===== config.mk =====
export PLATFORM = sky130hd
export DESIGN_NAME = hsa_ctrl
export DESIGN_NICKNAME = d
export VERILOG_FILES = /design/src/rtl/hsa_pkg.sv /design/src/rtl/hsa_ctrl.sv
export SDC_FILE = /design/constraint.sdc
export NUM_CORES = 1
export LEC_CHECK = 0
export BUFFER_PORTS_ARGS = -buffer_cell sky130_fd_sc_hd__buf_2
export CORE_AREA = 2 2 39 41
export DETAILED_ROUTE_END_ITERATION = 10
export DIE_AREA = 0 0 41 43
export PLACE_DENSITY_LB_ADDON = 0.3
export SLEW_MARGIN = 20
export SYNTH_ARGS = -nofsm -noshare
export SYNTH_HDL_FRONTEND = slang
export SYNTH_SLANG_ARGS = --single-unit
export TNS_END_PERCENT = 1

===== constraint.sdc =====
create_clock -name clk -period 1.7 [get_ports clk]
set_clock_uncertainty 0.2 [all_clocks]
set_input_delay 0.34 -clock clk [delete_from_list [all_inputs] [get_ports clk]]
set_output_delay 0.34 -clock clk [all_outputs]
set_load 0.02 [all_outputs]

===== src/rtl/hsa_pkg.sv =====
// ----------------------------------------------------------------------------
// hsa_pkg
// shared types and constants for the handle slot allocator
// ----------------------------------------------------------------------------
`default_nettype none

package hsa_pkg;

	// operation codes
	localparam logic [1:0] FUNC_CREATE  = 2'd0;
	localparam logic [1:0] FUNC_DESTROY = 2'd1;
	localparam logic [1:0] FUNC_LOOKUP  = 2'd2;

	// free stack geometry
	localparam int STACK_AW    = 16;
	localparam int STACK_DEPTH = 65536;
	localparam int COUNT_W     = STACK_AW + 1;
	localparam int ENTRY_W     = 16;

	// handle and address geometry
	localparam int          HANDLE_W    = 24;
	localparam logic [31:0] HANDLE_MASK = 32'h00FF_FFFF;
	localparam int          DESC_SHIFT  = 6;

	// controller states
	typedef enum logic [2:0] {
		ST_IDLE = 3'b001,
		ST_EXEC = 3'b010,
		ST_RESP = 3'b100
	} state_t;

	// controller to datapath commands
	typedef struct packed {
		logic load;   // latch request word
		logic exec;   // decide, touch stack and counters
	} cmd_t;

endpackage

`default_nettype wire


===== src/rtl/hsa_ctrl.sv =====
// ----------------------------------------------------------------------------
// hsa_ctrl
// sequencing state machine: accept, execute, respond
// ----------------------------------------------------------------------------
`default_nettype none

module hsa_ctrl (
	input  wire logic          clk,
	input  wire logic          arst_n,
	input  wire logic          start,
	output      logic          busy,
	output      logic          done,
	output      hsa_pkg::cmd_t cmd
);

	hsa_pkg::state_t state_q, state_d;
	logic            accept;

	assign busy   = (state_q == hsa_pkg::ST_EXEC);
	assign done   = (state_q == hsa_pkg::ST_RESP);
	assign accept = start && !busy;

	assign cmd.load = accept;
	assign cmd.exec = busy;

	always_comb begin
		state_d = state_q;
		unique case (state_q)
			hsa_pkg::ST_IDLE: if (accept) state_d = hsa_pkg::ST_EXEC;
			hsa_pkg::ST_EXEC: state_d = hsa_pkg::ST_RESP;
			hsa_pkg::ST_RESP: state_d = accept ? hsa_pkg::ST_EXEC : hsa_pkg::ST_IDLE;
			default:          state_d = hsa_pkg::ST_IDLE;
		endcase
	end

	always_ff @(posedge clk or negedge arst_n) begin
		if (!arst_n) begin
			state_q <= hsa_pkg::ST_IDLE;
		end else begin
			state_q <= state_d;
		end
	end

endmodule

`default_nettype wire


Word level (Yosys, flattened, before mapping)
Index checks and enable logic that the tools add are counted.

Output and inout bits: 4. Bits of input ports: 3. Register bits: 3. Logic and storage cells: 10.

Multiplexer cells: 3. Reduce and logical (&&, ||, !) cells: 2. Equality and inequality tests: 4.

Operators by type and width (count): $pmux W3 S3 (1); $eq A3 B1 Y1 const B (1); $eq A3 B2 Y1 const B (1); $eq A3 B3 Y1 const B (1); $mux W3 (1); $mux W2 (1); $ne A2 B2 Y1 const B (1); $logic_and A1 B1 Y1 (1); $logic_not A1 Y1 (1).

Depth between registers and ports, before layout
Gate-level depths: netlist (run 1).

Depth after elaboration: 5. Mapped depth: 3.

Worst setup path after synthesis (run 1)
Ideal clock, no wire load.

Kind: reg2out. Start: register state_q[2]. End: output cmd[1] (netlist name). Required time: 1.160 ns. Arrival time: 1.117 ns. Path slack: 0.043 ns. Cell stages (with the launch flop): 4. Path buffers: 1. Path through: dfrtp_1 > nor3b_2 > nor2b_1 > buf_4.

Cells in the longest elaborated chain, start to end: 3.

RTL lines: start: declaration (RTL line hsa_ctrl.sv:16) `hsa_pkg::state_t state_q, state_d;`; start signal: assignment (RTL line hsa_ctrl.sv:38) `state_q <= hsa_pkg::ST_IDLE;`; start signal: assignment (RTL line hsa_ctrl.sv:40) `state_q <= state_d;`; $eq A3 B2 Y1 (RTL line hsa_ctrl.sv:19) `assign busy = (state_q == hsa_pkg::ST_EXEC);`; net busy (RTL line hsa_ctrl.sv:11) `output logic busy,`; $logic_not A1 Y1 (RTL line hsa_ctrl.sv:21) `assign accept = start && !busy;`; $logic_and A1 B1 Y1 (RTL line hsa_ctrl.sv:21); end: declaration (RTL line hsa_ctrl.sv:13) `output hsa_pkg::cmd_t cmd`.

The timed path passes the listed nets, and every way through them passes these cells.

==> flow_summary.ini, run 1 <==
[clock_tree]
root_buffer = clkbuf_4
clock_latency_ns = 0.23
cts_sinks = 3
cts_buffers = 3
cts_tree = built
clkTransAtPathRegs_ns = 0.04
clk_path_buf_depth = 2
htree_levels = 1

[placed_design]
postPlaceCellArea_um2 = 216.5
io_buffers = 6
dp_worst_setup_slack_ns = 0.2126
gp_congestion = 0.4884

[finish]
antenna_cells = 0
final_cell_mix = buf_2, clkbuf_4, nor3b_1, buf_4, dfrtp_2
syn2layout_area_growth_pct = 49.65
fin_nets = 28
layout-drive-gt1-share_pct = 70.83
largest_register = state_q
post-route-util_pct = 19.62
final_cell_area_um2 = 271.5
top_regs = state_q: 3 flops
final_common_cell = buf_2
largest_register_ffs = 3

[drt]
vias = 152
drc = 0
wl_per_cell_um = 8.775
drt-total-wl_um = 351
drt-initial-drc-count = 4
postRouteAntennaNets = 0
drtPass1Iterations = 2
drt-vias-per-instance = 3.800

[global_routing]
groute.usage.overall_pct = 5.835
grt_max_degree = 7
antenna_found_initial = 0
grt_pass1_wl_um = 600
grt_pass1_vias = 159
overflow = 0

[worst_setup_path]
cp_max_fo = 6
cp-end-kind = output pin
r2r_cells = 3
r2r_start = state_q[0]
cp.arrival_ns = 1.14
max_stage_delay_ns = 0.59
critPathBufInv = 1
path_class = flop to output pin
slowest_stage = dfstp_2
worstSetupStartpointType = flop
rrSetupSlack_ns = 0.45
required_ns = 1.16
crit_family = flip-flops
crit_chain = nor3b_4 -> nor2b_1 -> buf_4
r2r-end = state_q[0]

[floorplan]
die_area_um2 = 1763
design.core.area_um2 = 1384
rows = 14
ios = 7
die_w_um = 41
fp.dieH_um = 43
initial_utilization_pct = 13.11

[synth]
synthCells = 14
ys_types = 10
syn_area_um2 = 181.4
ys_seq_area_share_pct = 42.07
synth_warnings = 0
syn-num-nets = 17
synth_seq_cells = 3
avgSynthCellArea_um2 = 12.96

[power_and_ir_drop]
leakagePower_nw = 0.1140
power_density_nw_per_um2 = 1554
vdd_ir_drop_max_mv = 0.4919

[worst_hold_path]
hp-start = start
hold_end = state_q[1]
min_path_type = input port to flop
holdPathStages = 2

[timing]
setup_viol = 0
worst_pin_slew_ns = 0.1981
fin_ws_ns = 0.02024
min_period_ns = 1.680
slew_violations = 0
hold_viol_final = 0
max-slew-margin-rel_pct = 86.78
fmax_ghz = 0.5953
min_period_over_period_pct = 98.81
rsz0062_at_grt = true

[job]
maxCapViolations = 0

[outcome]
status = complete, no violations
[power by group]
group,total [mW],leakage [nW],internal [mW],switching (mW)
clock,0.125,0.0150,0.0880,0.0367
sequential,0.156,0.0342,0.109,0.0468
combinational,0.141,0.0648,0.0823,0.0588
total,0.422,0.114,0.279,0.142
[per-stage QoR]
step                hold slack, ns  cells  power [mW]  setup TNS [ns]
floorplan                  -0.1556     14      0.2474               0
global placement          -0.06543     34      0.2616               0
detailed placement        -0.06103     34      0.2705               0
CTS                         0.2048     40      0.4264               0
global route                0.2055     40      0.4608         -0.1558
finish                      0.2029     40      0.4218               0
[final cells by class]
type | count | area (µm²)
Fill cell | 153 | 1112
Timing Repair Buffer | 8 | 50.05
Tap cell | 16 | 20.02
Clock buffer | 4 | 26.28
Multi-Input combinational cell | 9 | 96.34
Sequential cell | 3 | 78.83
[what timing repair did]
item | 4_1_cts | 5_1_grt
cloned | 0 | 0
setup endpoints to repair | 3 | 4
hold buffers | 1 | 0
gates resized for setup | 2 | 2
buffers inserted | 1 | 0
endpoints found under the hold margin | 3 | 0
pin swaps | 1 | 1
[routing by layer]
layer  up-vias  global-route usage [%]  share of wire, %
li1         70                       -                 -
met1        71                   5.502                40
met2         9                   7.187                45
met3         2                   4.712                13
met4         0                   6.000               2.3
met5         -                       0                 0
[cells in the mapped netlist]
cell | n | area share [%]
nor2b_1 | 1 | 3.5
buf_4 | 2 | 8.3
xnor2_1 | 1 | 4.8
dfrtp_1 | 2 | 28
and4bb_1 | 1 | 6.9
dfstp_2 | 1 | 14
nor3b_1 | 2 | 8.3
nor3b_2 | 2 | 14
and4bb_2 | 1 | 6.9
nor3_2 | 1 | 5.5
[worst max path at each step]
stage,slack (ns),depth (start not counted),to,startpoint
final,0.02,3,cmd[1],state_q[0]
after global routing,-0.08,3,cmd[1],state_q[0]
after CTS,0.006,3,cmd[1],state_q[0]
after detailed placement,0.21,3,cmd[1],state_q[2]
after global placement,0.25,3,cmd[1],state_q[2]
after floorplan,0.04,3,cmd[1],state_q[2]
[kinds of logic after synthesis]
| kind of cell | count (synthesis) | synth area share (%) |
|---|---|---|
| xor gates and xnor gates | 1 | 4.828 |
| buffers and inverters | 2 | 8.273 |
| DFF | 3 | 42.07 |
| and+or+nand+nor | 8 | 44.82 |
(Power assumes the default switching activity.)
==> run 2: changes to the inputs <==
CTS_BUF_LIST = sky130_fd_sc_hd__clkbuf_4 sky130_fd_sc_hd__clkbuf_8 sky130_fd_sc_hd__clkbuf_16   (was default)
==> run 2 against run 1 <==
Utilization up 0.27 points. First-iteration DRC count unchanged. Non-clock buffer count unchanged. Final cell count unchanged. Fmax about the same. Die area unchanged. Global-route usage unchanged. Flip-flop and latch count unchanged. Sequential share of layout area down 0.40 points. Wire length up 0.57%. Cell area up 1.4%. Via count unchanged. Critical endpoint unchanged. Largest power group unchanged. Highest routed layer unchanged.
==> flow_summary.ini, run 2 (synthesized netlist as in run 1, its figures left out) <==
[drt]
drt-total-wl_um = 353
drtPass1Iterations = 2
vias = 152
drt-vias-per-instance = 3.800
wl_per_cell_um = 8.825
drc = 0
postRouteAntennaNets = 0
drt-initial-drc-count = 4

[clock_tree]
clkTransAtPathRegs_ns = 0.04
cts_tree = built
clock_latency_ns = 0.23
root_buffer = clkbuf_4
clk_path_buf_depth = 2
cts_sinks = 3
cts_buffers = 3
htree_levels = 1

[timing]
tns_ns = 0
min_period_ns = 1.681
slew_violations = 0
hold_viol_final = 0
worst_pin_slew_ns = 0.1981
min_period_over_period_pct = 98.88
rsz0062_at_grt = true
fmax_ghz = 0.5949
setup_viol = 0
max-slew-margin-rel_pct = 86.78

[floorplan]
ios = 7
rows = 14
design.core.area_um2 = 1384
die_w_um = 41
fp.dieH_um = 43
initial_utilization_pct = 13.11
die_area_um2 = 1763

[power_and_ir_drop]
power_density_nw_per_um2 = 1593
clock_power_share_pct = 32.2
vdd_ir_drop_max_mv = 0.4945
p_int_mw = 0.2954
p_sw_mw = 0.1430
leakagePower_nw = 0.1174
power_frac_comb_pct = 32.2
p_seq_share_pct = 35.6
swShare_pct = 32.62

[global_routing]
grt_max_degree = 7
overflow = 0
antenna_found_initial = 0
grt_pass1_vias = 159
grt_pass1_wl_um = 600
groute.usage.overall_pct = 5.835

[worst_setup_path]
cp.arrival_ns = 1.14
r2r-end = state_q[0]
path_class = flop to output pin
r2r_start = state_q[0]
r2r_cells = 3
required_ns = 1.16
rrSetupSlack_ns = 0.45
cp-end-kind = output pin
worstSetupStartpointType = flop
cp_max_fo = 6

[finish]
syn2layout_area_growth_pct = 51.72
final_cell_area_um2 = 275.3
regArea_um2 = 78.83
top_regs = state_q: 3 flops
largest_register_ffs = 3
fillers = 152
layout-drive-gt1-share_pct = 75.00
largest_register = state_q
antenna_cells = 0
fin_nets = 28
stdcell_count = 40
final_cell_mix = buf_2, clkbuf_4, nor3b_1, buf_4, dfrtp_2
final_common_cell = buf_2
multiInputGateArea_um2 = 96.34

[job]
maxCapViolations = 0

[placed_design]
postPlaceCellArea_um2 = 216.5
gp_congestion = 0.4884
io_buffers = 6
dp.cells = 34

[worst_hold_path]
hold_end = state_q[1]
min_path_type = input port to flop
holdPathStages = 2
hp-start = start

[outcome]
status = complete, no violations
run 2: cell counts in the layout (fill, tap and decap cells not counted):
No cell type changed its count.
run 2: repair_timing:
item	CTS	global route
endpoints found under the setup margin	3	4
buffers inserted	1	0
pin swaps	1	1
resized for setup	2	2
hold buffers	1	0
hold endpoints to repair	3	0
run 2: power groups by stage:
stage                     Clock, mW  Combinational, mW  Sequential [mW]
after detailed placement          0              0.125            0.146
final                         0.141              0.141            0.156
after global placement            0              0.121            0.141
after floorplan                   0              0.110            0.138
after global routing          0.155              0.157            0.165
after CTS                     0.150              0.141            0.153
run 2: layout make-up:
cell class                 instances  area share [%]
multi-input combinational          9           35.00
sequential                         3           28.64
timing repair buffer               8           18.18
clock buffer                       4           10.91
tap                               16           7.273
run 2: worst max path at each step:
stage                     slack, ns        from  depth (start not counted)      to
after floorplan                0.04  state_q[2]                          3  cmd[1]
after global routing          -0.09  state_q[0]                          3  cmd[1]
after detailed placement       0.21  state_q[2]                          3  cmd[1]
final                          0.02  state_q[0]                          3  cmd[1]
after global placement         0.25  state_q[2]                          3  cmd[1]
after CTS                     0.004  state_q[0]                          3  cmd[1]
run 2: routing by layer:
metal	share of wire (%)	up-vias	global-route usage, %
li1	-	70	-
met1	40	71	5.502
met2	45	9	7.187
met3	12	2	4.712
met4	2.3	0	6.000
met5	0	-	0
run 2: metrics by stage:
stage	util (%)	worst slack, ns	hold slack [ns]	total power [mW]
floorplan	-	0.04286	-0.1556	0.2474
global placement	15.64	0.2529	-0.06543	0.2616
detailed placement	15.64	0.2126	-0.06103	0.2705
CTS	19.62	0.003880	0.2023	0.4439
global route	19.89	-0.08512	0.2039	0.4775
finish	19.89	0.01909	0.2017	0.4384
run 2: critical path: stages (launching register included):
cell	delay, ns
dfstp_2	0.59
nor3b_4	0.07
nor2b_1	0.10
buf_4	0.14
==> run 3: changes to the inputs <==
CELL_PAD_IN_SITES_DETAIL_PLACEMENT = 1   (was default)
CELL_PAD_IN_SITES_GLOBAL_PLACEMENT = 1   (was default)
CTS_BUF_LIST = default   (was sky130_fd_sc_hd__clkbuf_4 sky130_fd_sc_hd__clkbuf_8 sky130_fd_sc_hd__clkbuf_16)
==> run 3 against run 2 <==
Wire length up 4.0%. Clock-buffer cell count stayed put. Final cell count up 7.5%. Flip-flop and latch count is the same. Critical path depth unchanged. Cell area grew 5.5%. Worst hold slack better by 0.0092 ns. Non-clock buffer count rose by 3. Power rose by 3.9%. Die area stayed put. Setup slack better by 0.023 ns. Critical endpoint unchanged. Highest routed layer is now met3.
==> flow_summary.ini, run 3 (synthesized netlist as in run 1, its figures left out) <==
[outcome]
status = complete, no violations

[floorplan]
fp.dieH_um = 43
ios = 7
die_w_um = 41
initial_utilization_pct = 13.11
die_area_um2 = 1763
rows = 14
design.core.area_um2 = 1384

[finish]
antenna_cells = 0
largest_register_ffs = 3
multiInputGateArea_um2 = 96.34
top_regs = state_q: 3 flops
fin_nets = 31
fillers = 167
layout-drive-gt1-share_pct = 70.37
final_cell_mix = buf_2, buf_4, clkbuf_4
regArea_um2 = 77.57
largest_register = state_q
final_cell_area_um2 = 290.3
final_common_cell = buf_2
post-route-util_pct = 20.98
syn2layout_area_growth_pct = 60.00

[worst_hold_path]
min_path_type = input port to flop

[power_and_ir_drop]
p_int_mw = 0.3052
p_seq_share_pct = 31.8
leakagePower_nw = 0.1296
clock_power_share_pct = 27.0
p_sw_mw = 0.1502
power_frac_comb_pct = 41.2
power_density_nw_per_um2 = 1569
swShare_pct = 32.98
vdd_ir_drop_max_mv = 0.4100

[placed_design]
io_buffers = 6
postPlaceCellArea_um2 = 216.5
gp_congestion = 0.5461

[clock_tree]
clock_latency_ns = 0.23
root_buffer = clkbuf_4
cts_tree = built
clk_path_buf_depth = 2
cts_sinks = 3
clkTransAtPathRegs_ns = 0.04
cts_buffers = 3
htree_levels = 1

[drt]
drt-total-wl_um = 367
drt-initial-drc-count = 0
drtPass1Iterations = 1
vias = 147
drc = 0
postRouteAntennaNets = 0
drt-vias-per-instance = 3.419
wl_per_cell_um = 8.535

[global_routing]
grt_pass1_vias = 135
overflow = 0
antenna_found_initial = 0
grt_pass1_wl_um = 496
groute.usage.overall_pct = 4.834
grt_max_degree = 7

[timing]
tns_ns = 0
rsz0062_at_grt = true
max-slew-margin-rel_pct = 86.72
min_period_over_period_pct = 97.50
hold_viol_final = 0
worst_pin_slew_ns = 0.1991
slew_violations = 0
hold_ws_ns = 0.2110
min_period_ns = 1.657
setup_viol = 0
fmax_ghz = 0.6033

[worst_setup_path]
cp_max_fo = 6
cp.arrival_ns = 1.12
cp-end-kind = output pin
worstSetupStartpointType = flop
path_class = flop to output pin
required_ns = 1.16

[job]
maxCapViolations = 0
run 3: cell types whose count changed in the layout (fill, tap and decap cells not counted), sizes merged:
cell  delta
buf      +3
run 3: metal layers:
layer  global-route usage (%)  vias to the layer above  wire length [µm]
met1                    5.195                       66               177
met4                    8.000                        0                 0
met2                    5.313                        6               161
li1                         -                       75                 -
met3                    1.571                        0                29
met5                        0                        -                 0
run 3: stage by stage:
stage | std cells | power [mW] | setup slack (ns)
after floorplan | 14 | 0.2474 | 0.04286
after global placement | 34 | 0.2691 | 0.2368
after detailed placement | 34 | 0.2717 | 0.2038
after CTS | 41 | 0.4401 | 0.009055
after global routing | 43 | 0.4900 | -0.02906
final | 43 | 0.4553 | 0.04252
run 3: final cells by class:
class,count,share of cell area (%)
Timing Repair Buffer,11,24.14
Sequential cell,3,26.72
Clock buffer,4,9.052
Tap cell,16,6.897
Multi-Input combinational cell,9,33.19
run 3: power groups by stage:
| stage | sequential [mW] | clock (mW) | combinational (mW) |
|---|---|---|---|
| after floorplan | 0.138 | 0 | 0.110 |
| after global placement | 0.146 | 0 | 0.123 |
| after detailed placement | 0.148 | 0 | 0.124 |
| after CTS | 0.147 | 0.130 | 0.163 |
| after global routing | 0.148 | 0.139 | 0.203 |
| final | 0.145 | 0.123 | 0.188 |
run 3: timing repair:
action | 4_1_cts | 5_1_grt
endpoints found under the setup margin | 3 | 3
hold buffers | 1 | 0
pin swaps | 1 | 1
buffers inserted | 2 | 2
endpoints found under the hold margin | 3 | 0
resized for setup | 2 | 0
run 3: critical path: stages, from the launching register on:
cell	delay, ns
dfrtp_2	0.44
nor3b_4	0.23
nor2b_1	0.07
buf_2	0.16
run 3: path summary, 6_finish.rpt:
path	depth (start not counted)	to	start	slack, ns
worst max-delay path	3	cmd[1]	state_q[2]	0.04
worst min-delay path	2	state_q[1]	start	0.21
worst max register to register	3	state_q[0]	state_q[0]	0.39
worst min register to register	1	state_q[1]	state_q[1]	0.30
max in group asynchronous	2	state_q[0]	arst_n	0.88
min in group asynchronous	2	state_q[1]	arst_n	0.22
